<file path="src/rtl/per_channel_mean_stddev_macros.svh">
// Assertion macros for the block's top module.
`ifndef PER_CHANNEL_MEAN_STDDEV_MACROS_SVH
`define PER_CHANNEL_MEAN_STDDEV_MACROS_SVH

// Same-cycle implication, disabled in reset.
`define PCMS_ASSERT_IMP(lbl, ante, cons, msg) \
  lbl: assert property (@(posedge clk) disable iff (!rst_n) (ante) |-> (cons)) \
    else $error(msg);

// Next-cycle implication, disabled in reset.
`define PCMS_ASSERT_NXT(lbl, ante, cons, msg) \
  lbl: assert property (@(posedge clk) disable iff (!rst_n) (ante) |=> (cons)) \
    else $error(msg);

`endif

</file>
<file path="src/rtl/pcms_pkg.sv">
package pcms_pkg;

  localparam int CNT_W = 16;
  localparam int SUM_W = 40;
  localparam int SQ_W  = 64;
  localparam int ALU_W = 80;
  localparam int RAD_W = 96;
  localparam int ROOT_W = 48;
  localparam int SREM_W = 52;
  localparam int QUO_W = 48;

  localparam logic [1:0] CMD_ADD    = 2'd0;
  localparam logic [1:0] CMD_REMOVE = 2'd1;

  localparam logic [1:0] ST_OK      = 2'd0;
  localparam logic [1:0] ST_NO_DATA = 2'd1;
  localparam logic [1:0] ST_FULL    = 2'd2;
  localparam logic [1:0] ST_EMPTY   = 2'd3;

  typedef enum logic [3:0] {
    OP_NONE,
    OP_LOAD_A,
    OP_MUL,
    OP_LOAD_B,
    OP_DIFF,
    OP_SQRT,
    OP_LOAD_M,
    OP_DIV,
    OP_SAVE_M,
    OP_SAVE_S
  } op_t;

  typedef struct packed {
    op_t               op;
    logic [CNT_W-1:0]  cnt;
    logic [SUM_W-1:0]  sum;
    logic [SQ_W-1:0]   sq;
  } dp_ctl_t;

endpackage

</file>
<file path="src/rtl/pcms_ram.sv">
module pcms_ram #(
  parameter int WIDTH = 8,
  parameter int DEPTH = 16,
  parameter int AW = (DEPTH > 1) ? $clog2(DEPTH) : 1
) (
  input  logic             clk,
  input  logic             we,
  input  logic [AW-1:0]    waddr,
  input  logic [WIDTH-1:0] wdata,
  input  logic [AW-1:0]    raddr,
  output logic [WIDTH-1:0] rdata
);

  logic [WIDTH-1:0] mem [DEPTH];

  always_ff @(posedge clk) begin
    if (we) begin
      mem[waddr] <= wdata;
    end
    rdata <= mem[raddr];
  end

endmodule

</file>
<file path="src/rtl/pcms_dp.sv">
module pcms_dp import pcms_pkg::*; (
  input  logic        clk,
  input  dp_ctl_t     ctl,
  output logic [31:0] mean_q8,
  output logic [31:0] stddev_q8
);

  logic [CNT_W-1:0]  cnt_r;
  logic              sum_neg_r;
  logic [SUM_W-1:0]  smag_r;
  logic [ALU_W-1:0]  mcand_r;
  logic [SUM_W-1:0]  mplier_r;
  logic [ALU_W-1:0]  acc_r;
  logic [ALU_W-1:0]  a_r;
  logic [RAD_W-1:0]  rad_r;
  logic [SREM_W-1:0] srem_r;
  logic [ROOT_W-1:0] root_r;
  logic [QUO_W-1:0]  quo_r;
  logic [CNT_W-1:0]  drem_r;
  logic [31:0]       mean_r;
  logic [31:0]       sd_r;

  logic [SREM_W-1:0] srem_sh;
  logic [CNT_W:0]    drem_sh;
  logic [ALU_W-1:0]  alu_x;
  logic [ALU_W-1:0]  alu_y;
  logic              alu_sub;
  logic [ALU_W:0]    alu_full;
  logic [ALU_W-1:0]  alu_res;
  logic              alu_ge;
  logic [31:0]       mean_sat;

  assign srem_sh = {srem_r[SREM_W-3:0], rad_r[RAD_W-1:RAD_W-2]};
  assign drem_sh = {drem_r, quo_r[QUO_W-1]};

  // The single shared adder: every multiply, difference, square-root and division step runs through it.
  always_comb begin
    alu_x   = '0;
    alu_y   = '0;
    alu_sub = 1'b0;
    case (ctl.op)
      OP_MUL: begin
        alu_x = acc_r;
        alu_y = mcand_r;
      end
      OP_DIFF: begin
        alu_x   = a_r;
        alu_y   = acc_r;
        alu_sub = 1'b1;
      end
      OP_SQRT: begin
        alu_x   = ALU_W'(srem_sh);
        alu_y   = ALU_W'({root_r, 2'b01});
        alu_sub = 1'b1;
      end
      OP_DIV: begin
        alu_x   = ALU_W'(drem_sh);
        alu_y   = ALU_W'(cnt_r);
        alu_sub = 1'b1;
      end
      default: begin
        alu_x = '0;
      end
    endcase
  end

  assign alu_full = {1'b0, alu_x} + {1'b0, (alu_sub ? ~alu_y : alu_y)}
                  + (ALU_W + 1)'(alu_sub);
  assign alu_res  = alu_full[ALU_W-1:0];
  assign alu_ge   = alu_full[ALU_W];

  always_comb begin
    if (sum_neg_r) begin
      if (quo_r > QUO_W'(33'h0_8000_0000)) begin
        mean_sat = 32'h8000_0000;
      end else begin
        mean_sat = 32'(~quo_r + QUO_W'(1));
      end
    end else if (|quo_r[QUO_W-1:31]) begin
      mean_sat = 32'h7fff_ffff;
    end else begin
      mean_sat = quo_r[31:0];
    end
  end

  always_ff @(posedge clk) begin
    case (ctl.op)
      OP_LOAD_A: begin
        cnt_r     <= ctl.cnt;
        sum_neg_r <= ctl.sum[SUM_W-1];
        smag_r    <= ctl.sum[SUM_W-1] ? (~ctl.sum + SUM_W'(1)) : ctl.sum;
        mcand_r   <= ALU_W'(ctl.sq);
        mplier_r  <= SUM_W'(ctl.cnt);
        acc_r     <= '0;
      end
      OP_MUL: begin
        if (mplier_r[0]) begin
          acc_r <= alu_res;
        end
        mcand_r  <= mcand_r << 1;
        mplier_r <= mplier_r >> 1;
      end
      OP_LOAD_B: begin
        a_r      <= acc_r;
        mcand_r  <= ALU_W'(smag_r);
        mplier_r <= smag_r;
        acc_r    <= '0;
      end
      OP_DIFF: begin
        rad_r  <= {(alu_ge ? alu_res : ALU_W'(0)), 16'h0000};
        srem_r <= '0;
        root_r <= '0;
      end
      OP_SQRT: begin
        rad_r <= rad_r << 2;
        if (alu_ge) begin
          srem_r <= alu_res[SREM_W-1:0];
          root_r <= {root_r[ROOT_W-2:0], 1'b1};
        end else begin
          srem_r <= srem_sh;
          root_r <= {root_r[ROOT_W-2:0], 1'b0};
        end
      end
      OP_LOAD_M: begin
        quo_r  <= {smag_r, 8'h00};
        drem_r <= '0;
      end
      OP_DIV: begin
        quo_r  <= {quo_r[QUO_W-2:0], alu_ge};
        drem_r <= alu_ge ? alu_res[CNT_W-1:0] : drem_sh[CNT_W-1:0];
      end
      OP_SAVE_M: begin
        mean_r <= mean_sat;
        quo_r  <= root_r;
        drem_r <= '0;
      end
      OP_SAVE_S: begin
        sd_r <= (|quo_r[QUO_W-1:32]) ? 32'hffff_ffff : quo_r[31:0];
      end
      default: begin
        acc_r <= acc_r;
      end
    endcase
  end

  assign mean_q8   = mean_r;
  assign stddev_q8 = sd_r;

endmodule

</file>
<file path="src/rtl/per_channel_mean_stddev.sv">
// Per-sensor running mean and population standard deviation, both Q.8. Raise start
// for one cycle while busy is low; the item is taken at that edge and busy stays high
// until the result has been shown. Each item returns exactly one result, on the out_
// ports for the single cycle in which out_valid is high; it cannot be stalled, so it
// must be captured then. When the sensor ends up empty the arithmetic is skipped;
// otherwise one shared adder runs the two shift-and-add multiplies, the bit-pair
// square root and two restoring divisions one bit per cycle. The accumulator table
// sits in a RAM with a valid bit per sensor, so it reads as zero right after reset.
`include "per_channel_mean_stddev_macros.svh"

module per_channel_mean_stddev import pcms_pkg::*; #(
  parameter int NUM_SENSORS = 16,
  parameter int COUNT_BITS  = 16,
  parameter int SAMPLE_BITS = 24
) (
  input  logic        clk,
  input  logic        rst_n,
  input  logic        start,
  output logic        busy,
  input  logic [1:0]  in_command,
  input  logic [3:0]  in_sensor_index,
  input  logic [23:0] in_sample,
  output logic        out_valid,
  output logic [1:0]  out_status,
  output logic [15:0] out_sample_count,
  output logic [31:0] out_mean_q8,
  output logic [31:0] out_stddev_q8
);

  localparam int IDX_W = (NUM_SENSORS > 1) ? $clog2(NUM_SENSORS) : 1;
  localparam int ENT_W = COUNT_BITS + SUM_W + SQ_W;

  typedef enum logic [12:0] {
    S_IDLE = 13'b0_0000_0000_0001,
    S_UPD  = 13'b0_0000_0000_0010,
    S_MULA = 13'b0_0000_0000_0100,
    S_LDB  = 13'b0_0000_0000_1000,
    S_MULB = 13'b0_0000_0001_0000,
    S_DIFF = 13'b0_0000_0010_0000,
    S_SQRT = 13'b0_0000_0100_0000,
    S_LDM  = 13'b0_0000_1000_0000,
    S_DIVM = 13'b0_0001_0000_0000,
    S_SAVM = 13'b0_0010_0000_0000,
    S_DIVS = 13'b0_0100_0000_0000,
    S_SAVS = 13'b0_1000_0000_0000,
    S_DONE = 13'b1_0000_0000_0000
  } state_t;

  state_t state_r, state_nxt;
  logic [5:0] step_r, step_nxt;

  logic [NUM_SENSORS-1:0] valid_r;
  logic [IDX_W-1:0]       idx_r;
  logic [1:0]             cmd_r;
  logic [SUM_W-1:0]       smp_r;
  logic [SQ_W-1:0]        sq_r;
  logic [1:0]             status_r;
  logic [COUNT_BITS-1:0]  count_r;
  logic                   zero_r;

  logic [8:0]             idx_mod;
  logic [IDX_W-1:0]       idx_in;
  logic                   accept;
  logic [SUM_W-1:0]       smp_in;
  logic [SUM_W-1:0]       smag_in;

  logic [ENT_W-1:0]       rdata;
  logic [ENT_W-1:0]       ent;
  logic [COUNT_BITS-1:0]  cnt_old;
  logic [SUM_W-1:0]       sum_old;
  logic [SQ_W-1:0]        sq_old;
  logic [COUNT_BITS-1:0]  cnt_new;
  logic [SUM_W-1:0]       sum_new;
  logic [SQ_W-1:0]        sq_new;
  logic [1:0]             status_new;
  logic                   do_write;

  dp_ctl_t                ctl;
  logic [31:0]            dp_mean;
  logic [31:0]            dp_sd;

  assign accept  = start && !busy;

  // The sensor index folds onto the table through a small constant lookup.
  always_comb begin
    idx_mod = '0;
    for (int i = 0; i < 16; i++) begin
      if (in_sensor_index == 4'(i)) begin
        idx_mod = 9'(i % NUM_SENSORS);
      end
    end
  end

  assign idx_in  = idx_mod[IDX_W-1:0];
  assign smp_in  = SUM_W'($signed(in_sample[SAMPLE_BITS-1:0]));
  assign smag_in = smp_in[SUM_W-1] ? (~smp_in + SUM_W'(1)) : smp_in;

  pcms_ram #(
    .WIDTH (ENT_W),
    .DEPTH (NUM_SENSORS),
    .AW    (IDX_W)
  ) u_table (
    .clk   (clk),
    .we    (do_write),
    .waddr (idx_r),
    .wdata ({cnt_new, sum_new, sq_new}),
    .raddr (idx_in),
    .rdata (rdata)
  );

  assign ent     = valid_r[idx_r] ? rdata : '0;
  assign cnt_old = ent[ENT_W-1 -: COUNT_BITS];
  assign sum_old = ent[SQ_W +: SUM_W];
  assign sq_old  = ent[SQ_W-1:0];

  always_comb begin
    cnt_new    = cnt_old;
    sum_new    = sum_old;
    sq_new     = sq_old;
    status_new = ST_OK;
    do_write   = 1'b0;
    case (cmd_r)
      CMD_ADD: begin
        if (&cnt_old) begin
          status_new = ST_FULL;
        end else begin
          cnt_new  = cnt_old + COUNT_BITS'(1);
          sum_new  = sum_old + smp_r;
          sq_new   = sq_old + sq_r;
          do_write = state_r == S_UPD;
        end
      end
      CMD_REMOVE: begin
        if (cnt_old == '0) begin
          status_new = ST_EMPTY;
        end else begin
          cnt_new  = cnt_old - COUNT_BITS'(1);
          sum_new  = sum_old - smp_r;
          sq_new   = sq_old - sq_r;
          do_write = state_r == S_UPD;
        end
      end
      default: begin
        status_new = ST_OK;
      end
    endcase
    if (status_new == ST_OK && cnt_new == '0) begin
      status_new = ST_NO_DATA;
    end
  end

  always_comb begin
    ctl.op  = OP_NONE;
    ctl.cnt = CNT_W'(cnt_new);
    ctl.sum = sum_new;
    ctl.sq  = sq_new;
    case (state_r)
      S_UPD:  ctl.op = OP_LOAD_A;
      S_MULA: ctl.op = OP_MUL;
      S_LDB:  ctl.op = OP_LOAD_B;
      S_MULB: ctl.op = OP_MUL;
      S_DIFF: ctl.op = OP_DIFF;
      S_SQRT: ctl.op = OP_SQRT;
      S_LDM:  ctl.op = OP_LOAD_M;
      S_DIVM: ctl.op = OP_DIV;
      S_SAVM: ctl.op = OP_SAVE_M;
      S_DIVS: ctl.op = OP_DIV;
      S_SAVS: ctl.op = OP_SAVE_S;
      default: ctl.op = OP_NONE;
    endcase
  end

  pcms_dp u_dp (
    .clk       (clk),
    .ctl       (ctl),
    .mean_q8   (dp_mean),
    .stddev_q8 (dp_sd)
  );

  always_comb begin
    state_nxt = state_r;
    step_nxt  = step_r - 6'd1;
    case (state_r)
      S_IDLE: begin
        if (accept) begin
          state_nxt = S_UPD;
        end
      end
      S_UPD: begin
        step_nxt  = 6'(COUNT_BITS - 1);
        state_nxt = (cnt_new == '0) ? S_DONE : S_MULA;
      end
      S_MULA: begin
        if (step_r == '0) begin
          state_nxt = S_LDB;
        end
      end
      S_LDB: begin
        step_nxt  = 6'(SUM_W - 1);
        state_nxt = S_MULB;
      end
      S_MULB: begin
        if (step_r == '0) begin
          state_nxt = S_DIFF;
        end
      end
      S_DIFF: begin
        step_nxt  = 6'(ROOT_W - 1);
        state_nxt = S_SQRT;
      end
      S_SQRT: begin
        if (step_r == '0) begin
          state_nxt = S_LDM;
        end
      end
      S_LDM: begin
        step_nxt  = 6'(QUO_W - 1);
        state_nxt = S_DIVM;
      end
      S_DIVM: begin
        if (step_r == '0) begin
          state_nxt = S_SAVM;
        end
      end
      S_SAVM: begin
        step_nxt  = 6'(QUO_W - 1);
        state_nxt = S_DIVS;
      end
      S_DIVS: begin
        if (step_r == '0) begin
          state_nxt = S_SAVS;
        end
      end
      S_SAVS: begin
        state_nxt = S_DONE;
      end
      S_DONE: begin
        state_nxt = S_IDLE;
      end
      default: begin
        state_nxt = S_IDLE;
      end
    endcase
  end

  always_ff @(posedge clk) begin
    if (!rst_n) begin
      state_r <= S_IDLE;
      step_r  <= '0;
      valid_r <= '0;
    end else begin
      state_r <= state_nxt;
      step_r  <= step_nxt;
      if (do_write) begin
        valid_r[idx_r] <= 1'b1;
      end
    end
  end

  always_ff @(posedge clk) begin
    if (accept) begin
      idx_r <= idx_in;
      cmd_r <= in_command;
      smp_r <= smp_in;
      sq_r  <= SQ_W'(smag_in[23:0] * smag_in[23:0]);
    end
    if (state_r == S_UPD) begin
      status_r <= status_new;
      count_r  <= cnt_new;
      zero_r   <= cnt_new == '0;
    end
  end

  assign busy             = state_r != S_IDLE;
  assign out_valid        = state_r == S_DONE;
  assign out_status       = status_r;
  assign out_sample_count = 16'(count_r);
  assign out_mean_q8      = zero_r ? 32'h0 : dp_mean;
  assign out_stddev_q8    = zero_r ? 32'h0 : dp_sd;

  `PCMS_ASSERT_IMP(a_strobe_busy, out_valid, busy, "result strobe while not busy")
  `PCMS_ASSERT_NXT(a_accept_busy, start && !busy, busy, "accepted item did not raise busy")
  `PCMS_ASSERT_NXT(a_single_strobe, out_valid, !out_valid, "result strobe longer than a cycle")
  `PCMS_ASSERT_IMP(a_no_data_zero, out_valid && out_status == ST_NO_DATA,
                   out_mean_q8 == 32'h0 && out_stddev_q8 == 32'h0, "no-data result not zero")

endmodule
</file>
<file path="config.mk">
export PLATFORM = sky130hd
export DESIGN_NAME = per_channel_mean_stddev
export DESIGN_NICKNAME = d
export VERILOG_FILES = /design/src/rtl/pcms_pkg.sv /design/src/rtl/pcms_ram.sv /design/src/rtl/pcms_dp.sv /design/src/rtl/per_channel_mean_stddev.sv
export VERILOG_INCLUDE_DIRS = /design/src /design/src/rtl
export SDC_FILE = /design/constraint.sdc
export NUM_CORES = 2
export LEC_CHECK = 0
export ABC_AREA = 1
export BUFFER_PORTS_ARGS = -buffer_cell sky130_fd_sc_hd__buf_4
export CELL_PAD_IN_SITES_DETAIL_PLACEMENT = 1
export CELL_PAD_IN_SITES_GLOBAL_PLACEMENT = 2
export CORE_AREA = 2 2 588 590
export CTS_CLUSTER_DIAMETER = 50
export CTS_CLUSTER_SIZE = 25
export DETAILED_ROUTE_END_ITERATION = 6
export DIE_AREA = 0 0 590 592
export PLACE_DENSITY_LB_ADDON = 0.3
export SETUP_SLACK_MARGIN = 0.02
export SLEW_MARGIN = 20
export SYNTH_ARGS = -nofsm -noshare
export SYNTH_HDL_FRONTEND = slang
export SYNTH_SLANG_ARGS = --single-unit
</file>
<file path="constraint.sdc">
create_clock -name clk -period 12.9 [get_ports clk]
set_clock_uncertainty 0.05 [all_clocks]
set_input_delay 1.935 -clock clk [delete_from_list [all_inputs] [get_ports clk]]
set_output_delay 1.935 -clock clk [all_outputs]
set_load 0.05 [all_outputs]
</file>
==> metrics.md <==
| Metric | Value |
|---|---|
| Status | complete, no violations |
| Critical Path Fanout Max | 18 |
| Yosys reg bits | 2,813 |
| PD cells | 227 mW/mm2 |
| M1 WL | 239,000 um |
| Detail-routed via count per cell | 5.90 |
| # hold bufs at CTS | 0 |
| Routability cong. | 0.952 |
| Vias in the first global route | 116,886 |
| Seq pwr share | 0.310 |
| Die Area | 0.349 mm2 |
| Slowest stage delay, CP | 560 ps |
| Top delay family on crit path | adder cells |
| Initial Util | 0.429 |
| RSZ-0062 raised after global routing | false |
| Initial DRC count | 10,845 |
| Crit. End Element | flip-flop |
| # port buffers | 116 |
| Crit path launch type | input port |
| CTS tree | built |
| WL met2 | 262,000 um |
| First-pass GRT wire length | 809,000 um |
| WL met3 | 35,700 um |
| Fin nets | 15,127 |
| Post-synthesis sequential area ratio | 0.565 |
| Synth warn | 0 |
| Cell mode on critical path | inv_1 |
| Post-synthesis cell area | 0.147 mm2 |
| Post-DP HPWL | 381,000 um |
| Top_reg_cell synth | edfxtp_1 |
| Net Sw Frac | 0.407 |
| Reg clk slew, reported paths | 50 ps |
| Area growth, synth to finish | 12.0% |
| H-tree depth | 5 |
| Endpoints failing setup | 0 |
| Post-synth EDFFs | 2,658 |
| Arrival @ worst endpoint | 11,070 ps |
| Pins over their slew limit | 0 |
| Post_cts resized | 0 |
| Total number of vias | 112,506 |
| Static leakage | 65.9 nW |
| Core area | 0.342 mm2 |
| Synth cell types | 69 |
| GRT Residual Overflow | 0 |
| Chip width | 590 um |
| Util after Layout | 0.480 |
| Top layer in use | met5 |
| Clk_lat worst skew | 980 ps |
| Pin count of the biggest net entering global routing | 166 |
| TNS Setup | 0 ps |
| Max Cap Viol | 0 |
| Pre-antenna DRT Iters | 6 |
| Post-Route WL | 558,000 um |
| Clock Tree Buf Depth | 4 |
| Slowest CP cell | fa_1 |
| GRT Overall Usage | 0.314 |
| Combinational Power Share | 0.436 |
| Placement Rows | 215 |
| DRT antenna net count | 0 |
| Req. time, crit path | 13,480 ps |
| Min Tclk post-route | 10,490 ps |
| Num Clock Sinks | 2,813 |
| Sw Pwr | 15.2 mW |
| Fill cells | 37,161 |
| Power Internal | 22.2 mW |
| Max-slew headroom | 0.240 |
| Hold crit path type | flip-flop to flip-flop |
| Post-CTS Setup Inserts | 0 |
| DRC viols | 0 |
| Fmax | 95.3 MHz |
| Worst-Margin Slew | 1140 ps |
| Clk root buf | clkbuf_16 |
| TritonCTS Buffers | 312 |
| Share of layout cells above drive strength 1 | 0.0766 |
| Initial antenna violation count | 16 |
| DR WL/cell | 29.3 um |
| Synthesized instance count | 14,193 |
| IO Count | 117 |
| Hold Vio Cnt, Final | 0 |
| VDD IR-drop max | 0.689 mV |
| Final Cycle Share | 0.813 |
| Syn Area/Cell | 10.3 um2 |
| Die H | 592 um |
| Buf/Inv on CP | 15 |
| Setup CP Type | input port to flip-flop |
| Clk pwr share | 0.254 |
| Asr flop ratio synth | 0 |
-- sequential cells by signal, indices dropped and copies added (netlist names), 40 cells and up --
signal,count
sq_r,46
u_dp.a_r,80
u_dp.acc_r,80
u_dp.mcand_r,80
u_dp.mplier_r,40
u_dp.quo_r,48
u_dp.rad_r,80
u_dp.root_r,48
u_dp.smag_r,40
u_dp.srem_r,50
u_table.mem,1920
u_table.rdata,120
-- path summary, 6_finish.rpt --
kind / to / startpoint / depth (start not counted) / slack, ps
max: sq_r[46] / in_sample[0] / 44 / 2410
min: u_dp.a_r[70] / u_dp.acc_r[70] / 0 / 410
min reg2reg: u_dp.a_r[70] / u_dp.acc_r[70] / 0 / 410
max reg2reg: u_dp.rad_r[30] / state_r[8] / 28 / 4080
-- cell type report --
class / instances / area, um2 / share of cell area
timing repair buffer: 343 / 2850 / 0.0173
clock buffer: 331 / 8010 / 0.0487
sequential: 2813 / 82900 / 0.504
multi-input combinational: 8896 / 54900 / 0.334
clock inverter: 244 / 3010 / 0.0183
tap: 4557 / 5700 / 0.0347
inverter: 1873 / 7080 / 0.0430
antenna: 9 / 22.5 / 0.000137
-- worst reg2reg max path: cells and delay by family, from the launching register on --
| kind | cells | cell delay [ps] |
|---|---|---|
| flip-flops | 1 | 340 |
| AO/OA/AOI/OAI | 2 | 350 |
| AND/OR/NAND/NOR | 20 | 4750 |
| adder cells (fa/ha/maj) | 1 | 590 |
| buffers and inverters | 5 | 2430 |
-- stage by stage --
stage	cells	cell area, um2	setup WS, ps	total power, mW	hold slack [ps]
after floorplan	14208	147000	2620	22.9	376
after global placement	18479	153000	1440	28.0	379
after detailed placement	18480	153000	1450	28.2	391
after CTS	19055	164000	2430	37.7	404
after global routing	19058	164000	1550	40.1	412
final	19066	164000	2410	37.4	406
-- kinds of logic (layout without fill, tap and decap cells) --
family | after synthesis | in the layout | share of synthesized area
AOI/OAI and AO/OA | 2656 | 2656 | 0.113
xor gates and xnor gates | 264 | 264 | 0.0157
adders and majority gates | 855 | 855 | 0.0946
buffers and inverters | 2499 | 2791 | 0.0648
DFF | 2813 | 2813 | 0.565
other | 2 | 26 | 0.0000511
and+or+nand+nor | 5104 | 5104 | 0.147
-- metal layers --
layer	track usage	vias to the layer above
met5	0	-
met2	0.514	4328
li1	-	49260
met4	0.111	6
met1	0.432	58097
met3	0.0382	815
-- power groups by stage --
| stage | combinational (mW) | clock [mW] | sequential [mW] |
|---|---|---|---|
| 4_1_cts | 16.5 | 9.60 | 11.6 |
| 6_report | 16.3 | 9.49 | 11.6 |
| 3_5_place_dp | 16.4 | 0 | 11.8 |
| 3_3_place_gp | 16.2 | 0 | 11.8 |
| 2_1_floorplan | 11.3 | 0 | 11.6 |
| 5_1_grt | 18.6 | 9.92 | 11.6 |
-- synth_stat cells, types with 11 or more instances --
cell type	count	area share
a22oi_1	784	0.040
nand2_2	15	0.00064
nand3_1	816	0.028
o21a_1	31	0.0016
nor3_1	92	0.0031
inv_2	17	0.00043
fa_1	426	0.058
nor2_2	13	0.00055
a211oi_1	13	0.00066
clkinv_1	14	0.00036
a21oi_1	625	0.021
clkbuf_1	550	0.014
buf_2	24	0.00082
nand3b_1	19	0.00097
a22o_1	23	0.0014
o211ai_1	81	0.0041
a21o_1	26	0.0013
nor2_1	1199	0.031
o21ai_0	670	0.023
nand4_1	185	0.0079
nor4_1	49	0.0021
or2_2	51	0.0022
a221oi_1	22	0.0013
buf_1	35	0.00089
a31oi_1	179	0.0076
dfxtp_1	155	0.021
xor2_1	207	0.012
ha_1	429	0.037
o21bai_1	24	0.0012
o31ai_1	14	0.00072
nand2_1	2623	0.067
edfxtp_1	2658	0.54
xnor2_1	57	0.0034
a21boi_0	12	0.00061
a32o_1	11	0.00075
o22ai_1	26	0.0011
inv_1	1839	0.047
o221ai_1	73	0.0044
-- cells in the final DEF (no fill, tap or decap), types with 26 or more instances in the layout --
cell type   netlist  layout
dfxtp_1         155     155
edfxtp_1       2658    2658
a22oi_1         784     784
fa_1            426     426
o221ai_1         73      50
a31oi_1         179     179
o22ai_1          26      26
o211ai_1         81      81
a21oi_1         625     624
inv_1          1839    1833
o21a_1           31      31
or2_2            51      51
nand2_1        2623    2618
xnor2_1          57      57
a21o_1           26      26
clkinvlp_4        0      31
xor2_1          207     203
inv_6             0      55
clkbuf_16         0     317
clkinv_1         14      26
nor4_1           49      46
bufinv_16         0      27
nor2_1         1199    1175
nand4_1         185     185
ha_1            429     429
buf_4             7     319
clkinv_4          0      32
o21ai_0         670     664
nor2_4            9      31
nand3_1         816     815
nor3_1           92      90
clkinv_8          0      26
Power figures use the tool's default switching activity.
